--- src/rtl/lpht_pkg.sv ---
package lpht_pkg;

    localparam int KEY_W  = 31;
    localparam int PAY_W  = 32;
    localparam int CFG_W  = 11;
    localparam int REQ_W  = 2;
    localparam int STAT_W = 3;

    localparam logic [CFG_W-1:0] CFG_RESET = 11'd1024;

    localparam logic [REQ_W-1:0] REQ_INSERT = 2'd0;
    localparam logic [REQ_W-1:0] REQ_SEARCH = 2'd1;
    localparam logic [REQ_W-1:0] REQ_DELETE = 2'd2;

    localparam logic [STAT_W-1:0] STAT_INSERTED  = 3'd0;
    localparam logic [STAT_W-1:0] STAT_FULL      = 3'd1;
    localparam logic [STAT_W-1:0] STAT_FOUND     = 3'd2;
    localparam logic [STAT_W-1:0] STAT_NOT_FOUND = 3'd3;
    localparam logic [STAT_W-1:0] STAT_DELETED   = 3'd4;

    typedef struct packed {
        logic [REQ_W-1:0] req_type;
        logic [KEY_W-1:0] key;
        logic [PAY_W-1:0] payload;
    } req_t;

    typedef struct packed {
        logic [STAT_W-1:0] status;
        logic [KEY_W-1:0]  found_key;
        logic [PAY_W-1:0]  found_payload;
    } resp_t;

    typedef struct packed {
        logic             occupied;
        logic [KEY_W-1:0] key;
        logic [PAY_W-1:0] payload;
    } slot_t;

    localparam int SLOT_W = $bits(slot_t);

endpackage

--- src/rtl/lpht_mod.sv ---
module lpht_mod
    import lpht_pkg::*;
(
    input  logic             aclk,
    input  logic             aresetn,
    input  logic             start,
    input  logic [KEY_W-1:0] dividend,
    input  logic [CFG_W-1:0] divisor,
    output logic             done,
    output logic [CFG_W-1:0] remainder
);

    localparam int CNT_W = $clog2(KEY_W);

    logic             busy_reg, busy_next;
    logic             done_reg, done_next;
    logic [CNT_W-1:0] cnt_reg, cnt_next;
    logic [KEY_W-1:0] dvd_reg, dvd_next;
    logic [CFG_W-1:0] dvs_reg, dvs_next;
    logic [CFG_W-1:0] rem_reg, rem_next;
    logic [CFG_W:0]   trial;
    logic [CFG_W:0]   diff;

    // one restoring step per cycle, dividend msb first
    assign trial = {rem_reg, dvd_reg[KEY_W-1]};
    assign diff  = trial - {1'b0, dvs_reg};

    always_comb begin
        busy_next = busy_reg;
        done_next = 1'b0;
        cnt_next  = cnt_reg;
        dvd_next  = dvd_reg;
        dvs_next  = dvs_reg;
        rem_next  = rem_reg;
        if (start) begin
            busy_next = 1'b1;
            cnt_next  = CNT_W'(KEY_W - 1);
            dvd_next  = dividend;
            dvs_next  = divisor;
            rem_next  = '0;
        end else if (busy_reg) begin
            dvd_next = {dvd_reg[KEY_W-2:0], 1'b0};
            if (trial >= {1'b0, dvs_reg}) begin
                rem_next = diff[CFG_W-1:0];
            end else begin
                rem_next = trial[CFG_W-1:0];
            end
            if (cnt_reg == '0) begin
                busy_next = 1'b0;
                done_next = 1'b1;
            end else begin
                cnt_next = cnt_reg - 1'b1;
            end
        end
    end

    always_ff @(posedge aclk) begin
        if (!aresetn) begin
            busy_reg <= 1'b0;
            done_reg <= 1'b0;
        end else begin
            busy_reg <= busy_next;
            done_reg <= done_next;
        end
        cnt_reg <= cnt_next;
        dvd_reg <= dvd_next;
        dvs_reg <= dvs_next;
        rem_reg <= rem_next;
    end

    assign done      = done_reg;
    assign remainder = rem_reg;

endmodule

--- config.mk ---
export PLATFORM = sky130hd
export DESIGN_NAME = lpht_mod
export DESIGN_NICKNAME = d
export VERILOG_FILES = /design/src/rtl/lpht_pkg.sv /design/src/rtl/lpht_mod.sv
export SDC_FILE = /design/constraint.sdc
export NUM_CORES = 1
export LEC_CHECK = 0
export BUFFER_PORTS_ARGS = -buffer_cell sky130_fd_sc_hd__buf_2
export CAP_MARGIN = 20
export CORE_MARGIN = 3
export CORE_UTILIZATION = 55
export DETAILED_ROUTE_END_ITERATION = 10
export GPL_TIMING_DRIVEN = 0
export PLACE_DENSITY = 0.8
export SYNTH_ARGS = -nofsm -noshare
export SYNTH_HDL_FRONTEND = slang
export SYNTH_SLANG_ARGS = --single-unit
--- constraint.sdc ---
create_clock -name aclk -period 3.35 [get_ports aclk]
set_clock_uncertainty 0.2 [all_clocks]
set_input_delay 0 -clock aclk [delete_from_list [all_inputs] [get_ports aclk]]
set_output_delay 0 -clock aclk [all_outputs]
set_load 0.005 [all_outputs]
== After elaboration in Yosys (flattened, before gate mapping) ==
Index checks and enable logic that the tools add are counted.

* Bitwise logic cells: 3
* Muxes and demuxes: 7
* Reduce and logical (&&, ||, !) cells: 4
* Add/sub/neg operators: 2
* Magnitude comparators: 1

{| class="wikitable"
|+ Operators with widths
! operator !! number
|-
| 2-to-1 mux 31 bit || 2
|-
| greater-or-equal comparator 12 x 11 -> 1 bit || 1
|-
| 2-to-1 mux 11 bit || 1
|-
| subtractor 11 bit || 1
|-
| zero test 5 bit || 1
|-
| subtractor 5 x 1 -> 5 bit, second input constant || 1
|-
| 2-to-1 mux 1 bit || 4
|-
| NOT 1 bit || 3
|-
| OR reduction 3 bit || 1
|-
| AND reduction 2 bit || 1
|-
| nonzero test 2 bit || 1
|}

* Logic and storage cells: 23
* Bits of input ports: 45
* Output and inout port bits: 12
* Register bits after elaboration: 60

== Logic depth before layout (Yosys ltp) ==
Gate-level depths: netlist (run 1).

* Depth in word-level cells: 4
* Mapped depth: 10
* Depth with buffers taken out: 9

== Least setup slack after synthesis (run 1) ==
No wires, ideal clock.

* Path kind: reg2reg
* Start point: register dvd_reg[30]
* End point: register rem_reg[6], in the netlist remainder[6]
* Data required time: 3.062 ns
* Stages on the path, launching flop included: 11
* Clock period less this slack: 2.762 ns
* Arrival time: 2.474 ns
* Slack: 0.588 ns
* Buffers on the path: 1
* Setup time: 0.088 ns
* Path through: edfxtp_1 > inv_1 > ha_1 > fa_1 > nand2b_2 > o2bb2ai_2 > a211o_1 > and2_1 > buf_6 > or3b_1 > a311oi_2

* Longest elaborated chain between the ends: 2
* Elaborated cells on any way between the ends: 3
* Classes of those cells: 1 x add/sub; 1 x order compare; 1 x mux

{| class="wikitable"
|+ RTL lines
! element !! RTL line !! text
|-
| start, declared || lpht_mod.sv:18 || <nowiki>logic [KEY_W-1:0] dvd_reg, dvd_next;</nowiki>
|-
| start signal, assigned || lpht_mod.sv:66 || <nowiki>dvd_reg <= dvd_next;</nowiki>
|-
| subtractor 11 bit / greater-or-equal comparator 12 x 11 -> 1 bit (equally long branches) || lpht_mod.sv:26, lpht_mod.sv:43 ||
|-
| 2-to-1 mux 11 bit * || lpht_mod.sv:43 || <nowiki>if (trial >= {1'b0, dvs_reg}) begin</nowiki>
|-
| end signal, assigned || lpht_mod.sv:68 || <nowiki>rem_reg <= rem_next;</nowiki>
|-
| end, declared || lpht_mod.sv:20 || <nowiki>logic [CFG_W-1:0] rem_reg, rem_next;</nowiki>
|}

Mark *: on every way between the ends. The rest lies on a longest branch, timed or not.
A chain may end at the register's enable or synchronous reset.

== Final worst setup path (run 1) ==
Ends and elaborated chain as after synthesis.

==> results of run 1 <==
final timing paths:
check,start,to,slack (ps),cells after the start
hold reg to reg,remainder[9],remainder[9],300,2
setup / recovery,dvd_reg[30],remainder[6],300,10
setup reg to reg,dvd_reg[30],remainder[6],300,10
hold / removal,divisor[8],dvs_reg[8],180,2
worst max-delay path, delay by kind of cell, from the launching register on:
family	cells	cell delay, ps
AOI/OAI and AO/OA	3	770
adders and majority gates	2	640
buffers and inverters	2	180
DFF	1	350
and+or+nand+nor	3	810
cell type report:
cell class                      instances  area [µm²]
Sequential cell                        60        1622
Multi-Input combinational cell        160        1234
Fill cell                             335        1152
Timing Repair Buffer                  101       735.7
Clock buffer                           11       131.4
Tap cell                               70       87.58
Clock inverter                          5       76.32
Inverter                               18       67.56
Buffer                                  7       33.78
kinds of logic after synthesis:
| group | after synthesis |
|---|---|
| DFF | 60 |
| and+or+nand+nor | 55 |
| AOI/OAI and AO/OA | 53 |
| muxes | 33 |
| buffers and inverters | 25 |
| adders and majority gates | 13 |
| xor gates and xnor gates | 6 |
timing repair:
item | in CTS | in global routing
buffers inserted | 0 | 0
endpoints found under the hold margin | 55 | 0
hold buffers | 44 | 0
report_power, final:
part / switching (mW) / internal, mW
sequential: 0.0288 / 0.865
combinational: 0.134 / 0.146
clock: 0.288 / 0.416
total: 0.451 / 1.43
metrics by stage:
step	power, mW	instance area (µm²)	hold WS [ps]	std cells	setup slack (ps)
floorplan	1.054	2957	-101.1	245	587.6
global placement	1.119	3324	-22.60	371	419.3
finish	1.878	3988	177.4	432	302.0
detailed placement	1.131	3324	-21.80	371	344.0
global route	1.953	3988	165.4	432	192.3
CTS	1.860	3973	158.2	431	307.9
cell usage in the layout (no fill, tap or decap), types with 3 or more instances in the layout:
cell type | netlist | layout
buf_2 | 0 | 56
clkbuf_1 | 3 | 5
nor2_1 | 17 | 17
xnor2_1 | 5 | 5
a21o_1 | 3 | 3
edfxtp_1 | 42 | 42
clkbuf_8 | 0 | 9
inv_1 | 18 | 18
nand2b_1 | 4 | 4
nor3_1 | 3 | 3
a22o_1 | 3 | 3
dfxtp_1 | 18 | 18
nand2_1 | 12 | 12
mux2_2 | 32 | 32
a21oi_1 | 13 | 13
ha_1 | 12 | 12
o21a_1 | 5 | 5
buf_1 | 3 | 3
dlygate4sd3_1 | 0 | 44
o21ai_0 | 14 | 14
routing by layer:
metal	part of all wire	routed length, µm
met1	0.40	3035
met2	0.52	3920
met3	0.061	465
met4	0.022	167
met5	0	0
==> out/summary.txt, run 1 <==
most frequent cell after synthesis = edfxtp_1
worst slew pin tran = 878.1 ps
Post-route DRC = 0
clock slew at reported path FFs = 70 ps
Tmin final = 3048 ps
die area = 0.006292 mm²
Max Slew Vio Count = 0
VDD IR-drop max = 0.4147 mV
Unique masters post-synth = 47
Die Span X = 79.32 µm
leading area contributor after synthesis = edfxtp_1
CP peak stage delay = 420 ps
initial antenna violation count = 0
TritonCTS Buffers = 9
crit end category = flop
MaxCap Viol Count = 0
Post-synth EDFFs = 42
main combinational cell family by area after synthesis = multiplexers
effective utilization at floorplan = 0.5752
Vias/cell = 5.512
crit path kind = reg2reg
area delta synth->final = 34.87%
Worst Path Arrival = 3100 ps
H-tree depth = 3
Final setup viols = 0
Max Buffers Root-to-Sink = 2
vias in the first global route = 2,453
Largest register FFs = 31
gr usage total = 0.2625
asr flop ratio synth = 0
I/O pin count = 57
# clock sinks = 60
Main synth FF type = edfxtp_1
share of layout cells above drive strength 1 = 0.3011
Post-Synth Simple-Gate Area = 0.09437
grt met2 use = 0.4487
grt met1 use = 0.3073
warnings from Yosys = 0
Placer Congestion = 0.8849
total negative slack = 0 ps
1st-pass router iterations = 6
Gate Count Post-Synth = 245
pwr/cell area = 470.9 mW/mm²
post-synthesis xor/xnor area fraction = 0.01777
final net count = 415
Final period util = 0.9099
Seq/Total Area, Yosys = 0.5485
Vias = 2,381
Die H = 79.32 µm
synthesized area = 0.002957 mm²
Final Hold Viols = 0
CTS tree = done
Mapped Avg Cell Area = 12.07 µm²
GR Util met3 = 0.06916
clk_lat worst skew = 340 ps
Crit path required time = 3400 ps
Core ar. = 0.005140 mm²
Synth Area in Adders = 0.05755
DR WL/cell = 17.56 µm
Detail Route Antenna Nets = 0
DRT iter0 DRCs = 144
CP cell instances = inv_1, ha_1, fa_1, nand2b_2, o2bb2ai_2, a211o_1, and2_1, buf_6, or3b_1, a311oi_2
Compound-Gate Fraction of Synth Area = 0.1223
port bufs = 56
Synthesized Nets = 303
Core Util, Final = 0.7758
most used routing layer = met2
outcome = complete, no violations
mux contribution to synthesized area = 0.1253
FP Rows = 26
largest net degree at the start of global routing = 32
first-pass GRT wire length = 12,180 µm
Worst slew margin = 0.4124
synth top area cells = edfxtp_1 (43%), dfxtp_1 (12%), mux2_2 (12%)
fmax = 328.1 MHz
grt ovf = 0
Slowest-stage cell, CP = fa_1
WL final = 7588 µm
element type at the critical path start = flop
synthesized flop and latch total = 60
worst-path maximum fanout = 8
CTS-repair resized insts = 0
top cells by count, synth = edfxtp_1 (42), mux2_2 (32), dfxtp_1 (18), inv_1 (18), nor2_1 (17)
top cell type's share of synthesized area = 0.4266
Antenna Cells = 0
Leak Pwr = 1.677 nW
RSZ-0062 raised after global routing = no
DPL Wire Length = 4295 µm
root buf cell = clkbuf_8
hold crit path type = in2reg
No activity file was read; power rests on OpenSTA's default activity.
==> inputs of run 2 (changes only) <==
--- a/config.mk
+++ b/config.mk
@@ -12,6 +12,7 @@
 export DETAILED_ROUTE_END_ITERATION = 10
 export GPL_TIMING_DRIVEN = 0
 export PLACE_DENSITY = 0.8
+export RECOVER_POWER = 100
 export SYNTH_ARGS = -nofsm -noshare
 export SYNTH_HDL_FRONTEND = slang
 export SYNTH_SLANG_ARGS = --single-unit
==> out/summary.txt, run 2 (same netlist as run 1, synthesis figures left out) <==
CTS-repair resized insts = 0
final net count = 415
Crit path required time = 3400 ps
grt met2 use = 0.4487
Antenna Cells = 0
Detail Route Antenna Nets = 0
most frequent cells in the layout = buf_2 (50), dlygate4sd3_1 (44), edfxtp_1 (42)
VDD IR-drop max = 0.4109 mV
Placer Congestion = 0.8849
Final setup viols = 0
Core Util, Final = 0.7712
crit path kind = reg2reg
DPL Wire Length = 4295 µm
outcome = complete, no violations
Vias/cell = 5.597
pwr/cell area = 471.8 mW/mm²
largest net degree at the start of global routing = 32
most used routing layer = met2
DR WL/cell = 17.56 µm
first-pass GRT wire length = 12,180 µm
Largest register FFs = 31
Worst Path Arrival = 3150 ps
share of layout cells above drive strength 1 = 0.2652
WL final = 7584 µm
Vias = 2,418
effective utilization at floorplan = 0.5752
grt met1 use = 0.3073
element type at the critical path start = flop
Max Buffers Root-to-Sink = 2
worst slew pin tran = 905.2 ps
Die H = 79.32 µm
port bufs = 56
Leak Pwr = 1.648 nW
most common cell after layout, fill and taps aside = buf_2
Final Hold Viols = 0
Place WS = 344.0 ps
vias in the first global route = 2,453
gr usage total = 0.2625
worst-path maximum fanout = 8
GR Util met3 = 0.06916
Core ar. = 0.005140 mm²
final worst slack = 247.4 ps
die area = 0.006292 mm²
area delta synth->final = 34.07%
clk_lat worst skew = 340 ps
Worst slew margin = 0.3943
fmax = 322.3 MHz
hold_ws = 177.5 ps
root buf cell = clkbuf_8
TritonCTS Buffers = 9
crit end category = flop
hold crit path type = in2reg
H-tree depth = 3
I/O pin count = 57
DRT iter0 DRCs = 118
MaxCap Viol Count = 0
clock slew at reported path FFs = 70 ps
# clock sinks = 60
initial antenna violation count = 0
FP Rows = 26
1st-pass router iterations = 5
Final period util = 0.9261
fill count = 340
number of post-CTS setup repair buffers = 0
Post-route DRC = 0
RSZ-0062 raised after global routing = no
grt ovf = 0
total negative slack = 0 ps
Power, Total = 1.870 mW
CTS tree = done
hold_buf cts = 44
Die Span X = 79.32 µm
Tmin final = 3103 ps
Max Slew Vio Count = 0
[run 2: critical path, cell delays in order (launching register included)]
cell and delay, ps:
edfxtp_1 350, inv_1 50, ha_1 220, fa_1 420
nand2b_2 210, o2bb2ai_1 190, a211o_1 390, and2_0 190
buf_6 140, or3b_1 400, a311oi_2 250
[run 2: metal layers]
| metal | up-vias | wire (µm) |
|---|---|---|
| li1 | 1130 | - |
| met1 | 1165 | 3015 |
| met2 | 105 | 3931 |
| met3 | 18 | 470 |
| met4 | 0 | 166 |
| met5 | - | 0 |
[run 2: area by class of cell]
cell class	count	area, µm²	share of cell area
tap	70	87.58	0.02210
timing repair buffer	101	718.2	0.1812
multi-input combinational	160	1227	0.3097
inverter	18	67.56	0.01705
sequential	60	1622	0.4091
buffer	7	33.78	0.008523
clock inverter	5	76.32	0.01926
clock buffer	11	131.4	0.03314
[run 2: worst paths after layout]
check / slack [ps] / cells after the start / start / end
setup / recovery: 250 / 10 / dvd_reg[30] / remainder[6]
hold / removal: 180 / 2 / divisor[8] / dvs_reg[8]
setup reg to reg: 250 / 10 / dvd_reg[30] / remainder[6]
hold reg to reg: 300 / 2 / remainder[9] / remainder[9]
[run 2: stage by stage]
step | instance area, µm² | instances
after floorplan | 2957 | 245
after global placement | 3324 | 371
after detailed placement | 3324 | 371
after CTS | 3973 | 431
after global routing | 3964 | 432
final | 3964 | 432
[run 2: power by group]
part	switching [mW]	internal [mW]	leakage (nW)
clock network	0.286	0.416	0.101
logic	0.133	0.141	0.980
registers	0.0284	0.865	0.567
total	0.448	1.42	1.65
